File: src/rtl/assert_macros.svh
// ----------------------------------------------------------------------------
// assert_macros.svh
// Shared concurrent assertion macros; compiled out under SYNTHESIS.
// ----------------------------------------------------------------------------
`ifndef ASSERT_MACROS_SVH
`define ASSERT_MACROS_SVH

`ifndef SYNTHESIS
// Assertion that is disabled while the reset is high.
`define RRSS_ASSERT(label, clk, rst, prop, msg) \
   label: assert property (@(posedge clk) disable iff (rst) prop) else $error(msg);
// Assertion that also holds during reset.
`define RRSS_ASSERT_ALWAYS(label, clk, prop, msg) \
   label: assert property (@(posedge clk) prop) else $error(msg);
`else
`define RRSS_ASSERT(label, clk, rst, prop, msg)
`define RRSS_ASSERT_ALWAYS(label, clk, prop, msg)
`endif

`endif

File: src/rtl/rrss_pkg.sv
`timescale 1ns / 1ps
// ----------------------------------------------------------------------------
// rrss_pkg
// Field widths, codes and the result beat type of the slice scheduler.
// ----------------------------------------------------------------------------
package rrss_pkg;

   localparam int ID_W     = 8;
   localparam int IN_TIME_W = 16;
   localparam int SLICE_W  = 16;
   localparam int LEFT_W   = 5;
   localparam int STATUS_W = 2;

   localparam logic KIND_LOAD = 1'b0;
   localparam logic KIND_STEP = 1'b1;

   typedef enum logic [STATUS_W-1:0] {
      STATUS_RAN      = 2'd0,
      STATUS_LOADED   = 2'd1,
      STATUS_REJECTED = 2'd2,
      STATUS_IDLE     = 2'd3
   } status_type;

   typedef struct packed {
      status_type            status;
      logic [ID_W-1:0]       ran_id;
      logic [IN_TIME_W-1:0]  executed_time;
      logic                  finished;
      logic [LEFT_W-1:0]     jobs_left;
   } rsp_type;

endpackage

File: src/rtl/rrss_req_if.sv
`timescale 1ns / 1ps
// ----------------------------------------------------------------------------
// rrss_req_if
// Request channel: load or step beats with valid/ready.
// ----------------------------------------------------------------------------
interface rrss_req_if;
   import rrss_pkg::*;

   logic                 valid;
   logic                 ready;
   logic                 kind;
   logic [ID_W-1:0]      process_id;
   logic [IN_TIME_W-1:0] total_time;

   modport source (output valid, kind, process_id, total_time, input ready);
   modport sink   (input valid, kind, process_id, total_time, output ready);
endinterface

File: src/rtl/rrss_rsp_if.sv
`timescale 1ns / 1ps
// ----------------------------------------------------------------------------
// rrss_rsp_if
// Response channel: one result beat per request beat.
// ----------------------------------------------------------------------------
interface rrss_rsp_if;
   import rrss_pkg::*;

   logic                 valid;
   logic                 ready;
   logic [STATUS_W-1:0]  status;
   logic [ID_W-1:0]      ran_id;
   logic [IN_TIME_W-1:0] executed_time;
   logic                 finished;
   logic [LEFT_W-1:0]    jobs_left;

   modport source (output valid, status, ran_id, executed_time, finished, jobs_left,
                   input ready);
   modport sink   (input valid, status, ran_id, executed_time, finished, jobs_left,
                   output ready);
endinterface

File: src/rtl/rrss_csr_if.sv
`timescale 1ns / 1ps
// ----------------------------------------------------------------------------
// rrss_csr_if
// Register write channel for the time slice.
// ----------------------------------------------------------------------------
interface rrss_csr_if;
   import rrss_pkg::*;

   logic               valid;
   logic               ready;
   logic [SLICE_W-1:0] data;

   modport source (output valid, data, input ready);
   modport sink   (input valid, data, output ready);
endinterface

File: src/rtl/round_robin_slice_scheduler_core.sv
`timescale 1ns / 1ps
`include "assert_macros.svh"
// ----------------------------------------------------------------------------
// round_robin_slice_scheduler_core
// Round-robin time-slice scheduler over a table of job slots.
// ----------------------------------------------------------------------------
// Usage:
//   req_bus  carries load beats (kind 0: process_id, total_time) and step
//            beats (kind 1). Loads fill the table in ring order; once it is
//            full or after the first step they are rejected until it empties.
//   rsp_bus  returns exactly one result beat per request beat, in order.
//   csr_bus  writes the time slice; always ready, write it only while idle.
// Timing:
//   Each beat is decided in the cycle it is accepted and its result sits in
//   the output register in the following cycle: one beat per cycle while
//   rsp_bus.ready stays high. The decision path is one add and compare on
//   the current slot plus the ring priority picker over the active mask.
// Stall:
//   While a result waits and rsp_bus.ready is low, req_bus.ready drops; no
//   beat is lost. Once the receiver takes it, a new beat enters that cycle.
// Reset:
//   Synchronous, active high. Clears the active mask, counters and pointer
//   and sets the slice to 1; slot contents are don't-care until loaded.
// ----------------------------------------------------------------------------
module round_robin_slice_scheduler_core #(
   parameter int MAX_JOBS  = 16,
   parameter int TIME_BITS = 16
) (
   input  logic       clock,
   input  logic       reset,
   rrss_req_if.sink   req_bus,
   rrss_rsp_if.source rsp_bus,
   rrss_csr_if.sink   csr_bus
);
   import rrss_pkg::*;

   localparam int SLOT_W = $clog2(MAX_JOBS);
   localparam int CNT_W  = $clog2(MAX_JOBS + 1);
   localparam int SUM_W  = ((TIME_BITS > SLICE_W) ? TIME_BITS : SLICE_W) + 1;

   // Slot table: contents have no reset, only the active mask does.
   logic [ID_W-1:0]      id_ff    [MAX_JOBS];
   logic [TIME_BITS-1:0] total_ff [MAX_JOBS];
   logic [TIME_BITS-1:0] exec_ff  [MAX_JOBS];

   logic [MAX_JOBS-1:0]  active_ff,  active_in;
   logic [CNT_W-1:0]     fill_ff,    fill_in;
   logic [CNT_W-1:0]     count_ff,   count_in;
   logic [SLOT_W-1:0]    cur_ff,     cur_in;
   logic                 started_ff, started_in;
   logic [SLICE_W-1:0]   slice_ff;

   logic                 accept;
   logic                 stage_ready;
   logic                 load_we;
   logic                 exec_we;
   logic [SLOT_W-1:0]    fill_slot;
   logic [ID_W-1:0]      cur_id;
   logic [TIME_BITS-1:0] cur_total;
   logic [TIME_BITS-1:0] cur_exec;
   logic [SUM_W-1:0]     sum;
   logic                 retire;
   logic [TIME_BITS-1:0] new_exec;
   logic [MAX_JOBS-1:0]  mask_after;
   logic                 nxt_found;
   logic [SLOT_W-1:0]    nxt_slot;
   rsp_type              beat;

   assign req_bus.ready = stage_ready;
   assign accept        = req_bus.valid && stage_ready;
   assign csr_bus.ready = 1'b1;
   assign fill_slot     = fill_ff[SLOT_W-1:0];

   // The pointer always rests on an active slot whenever any slot is active,
   // so the current job is read straight from the pointer.
   assign cur_id    = id_ff[cur_ff];
   assign cur_total = total_ff[cur_ff];
   assign cur_exec  = exec_ff[cur_ff];

   // Sum at full width so a large slice never wraps past the total.
   assign sum      = SUM_W'(cur_exec) + SUM_W'(slice_ff);
   assign retire   = (sum >= SUM_W'(cur_total)) || (count_ff == CNT_W'(1));
   assign new_exec = retire ? cur_total : TIME_BITS'(sum);

   always_comb begin
      mask_after = active_ff;
      if (retire) begin
         mask_after[cur_ff] = 1'b0;
      end
   end

   rrss_next_slot #(
      .MAX_JOBS (MAX_JOBS)
   ) u_next_slot (
      .mask      (mask_after),
      .from_slot (cur_ff),
      .found     (nxt_found),
      .slot      (nxt_slot)
   );

   // Decide the beat: next state and the result beat in one pass.
   always_comb begin
      active_in  = active_ff;
      fill_in    = fill_ff;
      count_in   = count_ff;
      cur_in     = cur_ff;
      started_in = started_ff;
      load_we    = 1'b0;
      exec_we    = 1'b0;
      beat       = '0;
      beat.status = STATUS_IDLE;

      if (accept && (req_bus.kind == KIND_LOAD)) begin
         if (started_ff || (fill_ff >= CNT_W'(MAX_JOBS))) begin
            beat.status = STATUS_REJECTED;
         end else begin
            // Append at the next free slot of the ring.
            load_we              = 1'b1;
            active_in[fill_slot] = 1'b1;
            fill_in              = fill_ff + CNT_W'(1);
            count_in             = count_ff + CNT_W'(1);
            beat.status          = STATUS_LOADED;
         end
      end else if (accept) begin
         if (count_ff == '0) begin
            beat.status = STATUS_IDLE;
         end else begin
            exec_we            = 1'b1;
            active_in          = mask_after;
            count_in           = count_ff - CNT_W'(retire);
            started_in         = 1'b1;
            beat.status        = STATUS_RAN;
            beat.ran_id        = cur_id;
            beat.executed_time = IN_TIME_W'(new_exec);
            beat.finished      = retire;
            if (nxt_found) begin
               cur_in = nxt_slot;
            end else begin
               // Last job retired: empty the table and reopen loading.
               fill_in    = '0;
               cur_in     = '0;
               started_in = 1'b0;
            end
         end
      end
      beat.jobs_left = LEFT_W'(count_in);
   end

   always_ff @(posedge clock) begin
      if (reset) begin
         active_ff  <= '0;
         fill_ff    <= '0;
         count_ff   <= '0;
         cur_ff     <= '0;
         started_ff <= 1'b0;
         slice_ff   <= SLICE_W'(1);
      end else begin
         active_ff  <= active_in;
         fill_ff    <= fill_in;
         count_ff   <= count_in;
         cur_ff     <= cur_in;
         started_ff <= started_in;
         if (csr_bus.valid) begin
            slice_ff <= csr_bus.data;
         end
      end
   end

   always_ff @(posedge clock) begin
      if (load_we) begin
         id_ff[fill_slot]    <= req_bus.process_id;
         total_ff[fill_slot] <= TIME_BITS'(req_bus.total_time);
         exec_ff[fill_slot]  <= '0;
      end
      if (exec_we) begin
         exec_ff[cur_ff] <= new_exec;
      end
   end

   rrss_rsp_stage u_rsp_stage (
      .clock    (clock),
      .reset    (reset),
      .in_valid (accept),
      .in_ready (stage_ready),
      .in_beat  (beat),
      .rsp_bus  (rsp_bus)
   );

   // Job counter tracks the active mask.
   `RRSS_ASSERT(a_count_matches_mask, clock, reset, ($countones(active_ff) == int'(count_ff)), "job count out of step with active mask")
   // Pointer rests on an active slot while jobs remain.
   `RRSS_ASSERT(a_cur_on_active, clock, reset, ((count_ff != '0) |-> active_ff[cur_ff]), "pointer on a retired slot")
   // Scheduling only runs while jobs remain.
   `RRSS_ASSERT(a_started_has_jobs, clock, reset, (started_ff |-> (count_ff != '0)), "started with an empty ring")
   // Never more active jobs than loaded slots.
   `RRSS_ASSERT(a_count_le_fill, clock, reset, (count_ff <= fill_ff), "more active jobs than loaded slots")
endmodule

File: src/rtl/rrss_next_slot.sv
`timescale 1ns / 1ps
// ----------------------------------------------------------------------------
// rrss_next_slot
// Ring priority picker: first set bit strictly after a start slot, wrapping.
// ----------------------------------------------------------------------------
module rrss_next_slot #(
   parameter int MAX_JOBS = 16
) (
   input  logic [MAX_JOBS-1:0]         mask,
   input  logic [$clog2(MAX_JOBS)-1:0] from_slot,
   output logic                        found,
   output logic [$clog2(MAX_JOBS)-1:0] slot
);
   localparam int SLOT_W = $clog2(MAX_JOBS);

   logic [MAX_JOBS-1:0] upper;
   logic [SLOT_W-1:0]   pick_hi;
   logic [SLOT_W-1:0]   pick_lo;

   // Split the ring: bits after the start slot first, then the wrap part.
   always_comb begin
      for (int i = 0; i < MAX_JOBS; i++) begin
         upper[i] = mask[i] && (SLOT_W'(i) > from_slot);
      end
   end

   always_comb begin
      pick_hi = '0;
      pick_lo = '0;
      for (int i = MAX_JOBS - 1; i >= 0; i--) begin
         if (upper[i]) begin
            pick_hi = SLOT_W'(i);
         end
         if (mask[i]) begin
            pick_lo = SLOT_W'(i);
         end
      end
   end

   assign found = |mask;
   assign slot  = (|upper) ? pick_hi : pick_lo;
endmodule

File: src/rtl/rrss_rsp_stage.sv
`timescale 1ns / 1ps
// ----------------------------------------------------------------------------
// rrss_rsp_stage
// Result register: holds a beat until the receiver takes it.
// ----------------------------------------------------------------------------
module rrss_rsp_stage (
   input  logic                clock,
   input  logic                reset,
   input  logic                in_valid,
   output logic                in_ready,
   input  rrss_pkg::rsp_type   in_beat,
   rrss_rsp_if.source          rsp_bus
);
   import rrss_pkg::*;

   logic    valid_ff;
   logic    valid_in;
   rsp_type beat_ff;

   // Take a new beat whenever the register is empty or drains this cycle.
   assign in_ready = !valid_ff || rsp_bus.ready;
   assign valid_in = in_ready ? in_valid : valid_ff;

   always_ff @(posedge clock) begin
      if (reset) begin
         valid_ff <= 1'b0;
      end else begin
         valid_ff <= valid_in;
      end
   end

   always_ff @(posedge clock) begin
      if (in_ready && in_valid) begin
         beat_ff <= in_beat;
      end
   end

   assign rsp_bus.valid         = valid_ff;
   assign rsp_bus.status        = beat_ff.status;
   assign rsp_bus.ran_id        = beat_ff.ran_id;
   assign rsp_bus.executed_time = beat_ff.executed_time;
   assign rsp_bus.finished      = beat_ff.finished;
   assign rsp_bus.jobs_left     = beat_ff.jobs_left;
endmodule
File: src/flat_wrapper.sv
// flat-port wrapper written by rule: the top's interface ports become plain ports
module round_robin_slice_scheduler_core_flat import rrss_pkg::*;
#(
   parameter int MAX_JOBS  = 16,
   parameter int TIME_BITS = 16
)
  (clock, reset, req_bus_valid, req_bus_kind, req_bus_process_id, req_bus_total_time, req_bus_ready, rsp_bus_valid, rsp_bus_status, rsp_bus_ran_id, rsp_bus_executed_time, rsp_bus_finished, rsp_bus_jobs_left, rsp_bus_ready, csr_bus_valid, csr_bus_data, csr_bus_ready);
  rrss_req_if req_bus_i ();
  rrss_rsp_if rsp_bus_i ();
  rrss_csr_if csr_bus_i ();
  input  logic clock;
  input  logic reset;
  input wire logic [$bits(req_bus_i.valid)-1:0] req_bus_valid;
  input wire logic [$bits(req_bus_i.kind)-1:0] req_bus_kind;
  input wire logic [$bits(req_bus_i.process_id)-1:0] req_bus_process_id;
  input wire logic [$bits(req_bus_i.total_time)-1:0] req_bus_total_time;
  output wire logic [$bits(req_bus_i.ready)-1:0] req_bus_ready;
  output wire logic [$bits(rsp_bus_i.valid)-1:0] rsp_bus_valid;
  output wire logic [$bits(rsp_bus_i.status)-1:0] rsp_bus_status;
  output wire logic [$bits(rsp_bus_i.ran_id)-1:0] rsp_bus_ran_id;
  output wire logic [$bits(rsp_bus_i.executed_time)-1:0] rsp_bus_executed_time;
  output wire logic [$bits(rsp_bus_i.finished)-1:0] rsp_bus_finished;
  output wire logic [$bits(rsp_bus_i.jobs_left)-1:0] rsp_bus_jobs_left;
  input wire logic [$bits(rsp_bus_i.ready)-1:0] rsp_bus_ready;
  input wire logic [$bits(csr_bus_i.valid)-1:0] csr_bus_valid;
  input wire logic [$bits(csr_bus_i.data)-1:0] csr_bus_data;
  output wire logic [$bits(csr_bus_i.ready)-1:0] csr_bus_ready;
  assign req_bus_i.valid = req_bus_valid;
  assign req_bus_i.kind = req_bus_kind;
  assign req_bus_i.process_id = req_bus_process_id;
  assign req_bus_i.total_time = req_bus_total_time;
  assign req_bus_ready = req_bus_i.ready;
  assign rsp_bus_valid = rsp_bus_i.valid;
  assign rsp_bus_status = rsp_bus_i.status;
  assign rsp_bus_ran_id = rsp_bus_i.ran_id;
  assign rsp_bus_executed_time = rsp_bus_i.executed_time;
  assign rsp_bus_finished = rsp_bus_i.finished;
  assign rsp_bus_jobs_left = rsp_bus_i.jobs_left;
  assign rsp_bus_i.ready = rsp_bus_ready;
  assign csr_bus_i.valid = csr_bus_valid;
  assign csr_bus_i.data = csr_bus_data;
  assign csr_bus_ready = csr_bus_i.ready;
  round_robin_slice_scheduler_core #(.MAX_JOBS(MAX_JOBS), .TIME_BITS(TIME_BITS)) u_core (.clock(clock), .reset(reset), .req_bus(req_bus_i), .rsp_bus(rsp_bus_i), .csr_bus(csr_bus_i));
endmodule
File: config.mk
export PLATFORM = sky130hd
export DESIGN_NAME = round_robin_slice_scheduler_core_flat
export DESIGN_NICKNAME = d
export VERILOG_FILES = /design/src/rtl/rrss_pkg.sv /design/src/rtl/rrss_req_if.sv /design/src/rtl/rrss_rsp_if.sv /design/src/rtl/rrss_csr_if.sv /design/src/rtl/round_robin_slice_scheduler_core.sv /design/src/rtl/rrss_next_slot.sv /design/src/rtl/rrss_rsp_stage.sv /design/src/flat_wrapper.sv
export VERILOG_INCLUDE_DIRS = /design/src /design/src/rtl
export SDC_FILE = /design/constraint.sdc
export NUM_CORES = 1
export LEC_CHECK = 0
export ABC_CLOCK_PERIOD_IN_PS = 7500
export BUFFER_PORTS_ARGS = -buffer_cell sky130_fd_sc_hd__buf_4
export CAP_MARGIN = 20
export CORE_MARGIN = 4
export CORE_UTILIZATION = 56
export DETAILED_ROUTE_END_ITERATION = 6
export PLACE_DENSITY = 0.87
export SETUP_SLACK_MARGIN = 0.5
export SKIP_LAST_GASP = 1
export SLEW_MARGIN = 15
export SYNTH_ARGS = -nofsm -noshare
export SYNTH_HDL_FRONTEND = slang
export SYNTH_SLANG_ARGS = --single-unit
File: constraint.sdc
create_clock -name clock -period 7.5 [get_ports clock]
set_input_delay 0.375 -clock clock [delete_from_list [all_inputs] [get_ports clock]]
set_output_delay 0.375 -clock clock [all_outputs]
set_load 0.02 [all_outputs]
# Word level (Yosys, flattened, before mapping)
# Memories as Yosys holds them, arrays and structs flattened. A register that Yosys moved wholly into a read port is not among the register bits.
# Index checks and enable logic that the tools add are counted.
[totals]
inputBits = 46
n_memories = 3
register_bits = 80
mem_bits_ro = 0
latchBits = 0
ram_bits = 640
[mem_list]
columns = ["memory", "words", "word_bits", "read_ports", "rd_clocked_by_memory_dff", "write_ports", "line", "source"]
rows = [
  ["u_core.exec_ff", 16, 16, 1, 1, 1, "round_robin_slice_scheduler_core.sv:44", "logic [TIME_BITS-1:0] exec_ff [MAX_JOBS];"],
  ["u_core.total_ff", 16, 16, 1, 1, 1, "round_robin_slice_scheduler_core.sv:43", "logic [TIME_BITS-1:0] total_ff [MAX_JOBS];"],
  ["u_core.id_ff", 16, 8, 1, 1, 1, "round_robin_slice_scheduler_core.sv:42", "logic [ID_W-1:0] id_ff [MAX_JOBS];"],
]
[op_classes]
shift = 0
order_cmp = 22
bitwise = 7
reduce_logical = 34
multipliers = 0
n_addsub = 4
n_mux = 77
n_div = 0
eq_ne = 4
[ops]
columns = ["op", "count"]
rows = [
  ["$mux 4", 41],
  ["$mux 16", 7],
  ["$reduce_or 16->1", 3],
  ["$mux 5", 9],
  ["$gt 4x4->1 const A", 8],
  ["$mux 27", 1],
  ["$mux 25", 1],
  ["$logic_and 1x1->1", 21],
  ["$add 16x16->17", 1],
  ["$ge 17x16->1", 1],
  ["$and 16x16->16", 1],
  ["$gt 3x4->1 const A", 4],
  ["$not 16->16", 1],
  ["$or 16x16->16", 1],
  ["$mux 1", 13],
  ["$add 5x1->5 const B", 2],
  ["$lt 4x5->1 const B", 2],
  ["$demux 1 s4", 2],
  ["$ge 4x1->1 const B", 2],
  ["$gt 1x4->1 const A", 2],
  ["$gt 2x4->1 const A", 2],
  ["$mux 2", 3],
  ["$reduce_and 3->1", 2],
  ["$eq 5x1->1 const B", 1],
  ["other kinds (11)", 17],
]

# Logic depth before layout (Yosys ltp)
[logic_depth]
depth_word = 28
mapped_depth = 32
ltp_nobuf = 26

# Modules after synthesis
# Synthesis repeated with hierarchy kept, for this count alone.
[hier_totals]
cells_unflattened = 1576
hier_area_um2 = 29628.4
[modules_own_cells]
columns = ["module", "cells_each", "n_inst", "area_each_um2"]
rows = [
  ["round_robin_slice_scheduler_core", 1439, 1, 28034.4],
  ["rrss_rsp_stage", 37, 1, 1016.0],
  ["rrss_next_slot", 100, 1, 578.1],
]

# Worst setup path after synthesis
# No wires, ideal clock.
[synth_timing]
path_kind = "register -> register"
from = "reg (tool-made name)"
to = "mem u_core.exec_ff[0][2], data pin"
slack_ns = 0.239
arrival_time_ns = 6.921
setup_time_ns = 0.340
n_path_buf = 6
stages_incl_launch_ff = 26
path_cell_list = "dfxtp_1 clkbuf_1 buf_2 buf_2 buf_1 mux4_2 mux4_2 ha_1 fa_1 a211oi_1 o21ai_1 o2111ai_1 o31a_1 o21bai_1 a21oi_1 xnor2_1 ha_1 a21o_1 a211o_1 a221o_1 nor3_1 o21a_2 inv_4 buf_6 clkbuf_1 a211oi_1"
[synth_rtl]
columns = ["item", "line"]
rows = [
  ["to (decl)", "round_robin_slice_scheduler_core.sv:44"],
]

==> flow_metrics.tcl <==
set metrics [dict create \
    status "finished, final reports clean" \
    relSlewSlack_pct 33.3 \
    hold_path_class "input port to flop" \
    wire_per_inst_um 29.8 \
    setup-violations-final 0 \
    vdd_ir_drop_max_uv 208 \
    yosysMostFrequentCell "edfxtp_1" \
    cts_root_buf "clkbuf_16" \
    drtIter0Drc 2387 \
    synth_edf_count 672 \
    start_util_pct 56.5 \
    cp.required_ns 7.77 \
    ys_top_cells_by_area "edfxtp_1 (68%), mux4_2 (15%), dfxtp_1 (3.5%), ha_1 (1.7%), nor2_1 (1.5%)" \
    ys_seq_elements 724 \
    synth_top_cells_by_count "edfxtp_1 (672), mux4_2 (200), nor2_1 (122), a21oi_1 (78), nand2_1 (56)" \
    antenna_found_initial 1 \
    synth_nets 1695 \
    core_area_um2 52400 \
    synth_compound_area_share_pct 4.25 \
    antennaDiodeCount 0 \
    synth_area_per_cell_um2 18.4 \
    worstMarginPinSlew_ns 1.00 \
    synth_top_area_share_pct 68.2 \
    gp_congestion 0.880 \
    num_vias 16482 \
    final_hold_viol_count 0 \
    synth_top_family_by_area "multiplexers" \
    ys.flop_type "edfxtp_1" \
    cts_tree "built" \
    synth_cell_types 65 \
    max_clock_freq_ghz 0.151 \
    clock_latency_ns 0.62 \
    fin_skew_ns 0.0234 \
    end_kind "flop" \
    fin_tns_setup_ns 0 \
    finalCritPeriodShare_pct 88.3 \
    slew_viol_final 0 \
    die_w_um 238 \
    grt_pass1_wl_um 108000 \
    finalNetCount 1829 \
    clock-sinks 724 \
    top_level_ports 81 \
    numCtsBuffers 73 \
    dieArea_um2 56600 \
    synth-simple-area-share_pct 4.33 \
    powerDensity_nw_per_um2 257 \
    synth_cells 1607 \
    synthAdderAreaFrac_pct 1.80 \
    grt_use_total_pct 26.0 \
    final_util_pct 64.1 \
    layout-drive-gt1-share_pct 26.2 \
    drc 0 \
    routed_wl_um 74200 \
    ys_async_sr_fraction_pct 0 \
    grt_max_degree 62 \
    crit_path_start_kind "flop" \
    path_class "flop to flop" \
    synthMuxAreaShare_pct 15.9 \
    clk_pin_slew_ns 0.06 \
    arrival_ns 6.89 \
    gr-total-overflow 0 \
    seq_area_frac_synth_pct 71.7 \
    cp_max_fo 29 \
    drv_cap 0 \
    rsz0062_at_grt "no" \
    die_height_um 238 \
    fin_crit_ns 6.62 \
    yosys.area.top_type "edfxtp_1" \
    ys_warn_count 0 \
    antenna_left 0 \
    first_pass_iters 5 \
    h-tree-depth 3 \
    synth_area_um2 29600 \
    p_leak_uw 0.0109 \
    synth_xor_area_share_pct 0.414 \
    port_buffers 79 \
    grt_pass1_vias 16638 \
    routed_via_density 6.62 \
    clock_path_buffers 3 \
    rows 84 \
    syn_to_final_growth_pct 13.6 \
    hpwl_um 40800 \
]
layout by cell type (no fill, tap or decap), types with 4 or more instances in the layout:
| cell type | n |
|---|---|
| nand2_1 | 55 |
| a21oi_1 | 78 |
| o22ai_1 | 11 |
| clkinv_1 | 11 |
| nand3_1 | 24 |
| o31ai_1 | 5 |
| nand2b_1 | 4 |
| a21o_1 | 8 |
| xnor2_1 | 9 |
| a211oi_1 | 5 |
| clkinv_2 | 13 |
| buf_4 | 133 |
| and2_1 | 8 |
| a31oi_1 | 12 |
| ha_1 | 41 |
| edfxtp_1 | 672 |
| nor2_2 | 12 |
| inv_1 | 40 |
| clkinv_8 | 4 |
| xor2_1 | 5 |
| a21boi_0 | 4 |
| and3_1 | 13 |
| clkbuf_16 | 76 |
| o21ai_0 | 36 |
| a41oi_1 | 4 |
| nand4_1 | 4 |
| clkbuf_1 | 18 |
| nand3b_1 | 4 |
| mux4_2 | 200 |
| dfxtp_1 | 48 |
| nor2b_1 | 10 |
| nor3b_1 | 5 |
| nor2_1 | 110 |
| nor3_1 | 16 |
| a221oi_1 | 4 |
| mux2i_1 | 19 |
cell type report:
class / instances / area [um^2]
repair buffers: 141 / 1110
clock buffers: 99 / 2020
fillers: 3305 / 18800
inverters: 44 / 170
flip-flops and latches: 724 / 21200
clock inverters: 35 / 300
multi-input cells: 757 / 7930
well taps: 688 / 861
registers in the layout (all words and copies together) (netlist names), named ones only:
name                                      cells
u_core.active_ff                             16
u_core.u_rsp_stage.rsp_bus.valid              1
u_core.u_rsp_stage.rsp_bus.executed_time     16
u_core.u_rsp_stage.rsp_bus.ran_id             8
u_core.id_ff                                128
u_core.total_ff                             256
u_core.count_ff                               5
u_core.cur_ff                                 4
u_core.u_rsp_stage.rsp_bus.jobs_left          5
u_core.exec_ff                              256
u_core.u_rsp_stage.rsp_bus.finished           1
u_core.u_rsp_stage.rsp_bus.status             2
u_core.started_ff                             1
u_core.slice_ff                              16
u_core.fill_ff                                5
final timing paths:
kind | slack (ns) | endpoint | start | cells past startpoint
worst max-delay path | 0.88 | u_core.exec_ff[4][4] | flop | 21
worst min-delay path | 0.02 | u_core.slice_ff[1] | csr_bus_data[1] | 3
worst max register to register | 0.88 | u_core.exec_ff[4][4] | flop | 21
worst min register to register | 0.52 | u_core.slice_ff[14] | u_core.slice_ff[14] | 2
per-layer routing:
layer | share of wire (%) | GRT usage [%] | up-vias
met5 | 0.016 | 0 | -
met4 | 4.2 | 10.0 | 2
met3 | 10 | 6.77 | 196
met2 | 52 | 43.9 | 1156
met1 | 34 | 32.7 | 8353
li1 | - | - | 6775
repair_timing:
item                                   in CTS  in global routing
endpoints found under the hold margin       2                  0
setup endpoints to repair                   0                245
hold buffers                                2                  0
resized for setup                           0                  8
setup buffers                               0                  9
metrics by stage:
stage / cells / total power [uW] / area (um^2) / setup WS (ns) / hold slack [ns]
2_1_floorplan: 1607 / 4970 / 29600 / 0.573 / 0.465
3_3_place_gp: 2342 / 5160 / 31200 / 0.903 / 0.484
3_5_place_dp: 2342 / 5190 / 31200 / 0.731 / 0.501
4_1_cts: 2478 / 8660 / 33500 / 0.699 / 0.00105
5_1_grt: 2488 / 8920 / 33600 / 0.477 / 0.00780
6_report: 2488 / 8650 / 33600 / 0.876 / 0.0162
power breakdown:
part | switching, uW | internal (uW) | leakage [uW]
logic | 421 | 213 | 0.00329
registers | 28.2 | 4480 | 0.00650
clock network | 1510 | 2010 | 0.00114
logic make-up after synthesis:
| family | after synthesis |
|---|---|
| AOI/OAI and AO/OA | 203 |
| xor gates and xnor gates | 14 |
| adders and majority gates | 42 |
| buffers and inverters | 126 |
| DFF | 724 |
| muxes | 219 |
| other | 1 |
| and+or+nand+nor | 278 |
critical path, stage by stage (launching register included):
cell,delay (ns)
dfxtp_4,0.40
buf_4,0.13
mux4_2,0.49
mux4_2,0.48
ha_1,0.26
fa_1,0.49
a211oi_1,0.39
o21ai_1,0.13
o2111ai_1,0.17
o31a_1,0.26
o21bai_1,0.08
a21oi_1,0.18
xnor2_1,0.17
ha_1,0.28
a21o_1,0.18
a211o_1,0.28
a221o_1,0.27
nor3_1,0.19
o21a_2,0.23
buf_4,0.34
a21oi_1,0.14
nor2_1,0.73
(Power assumes the default switching activity.)
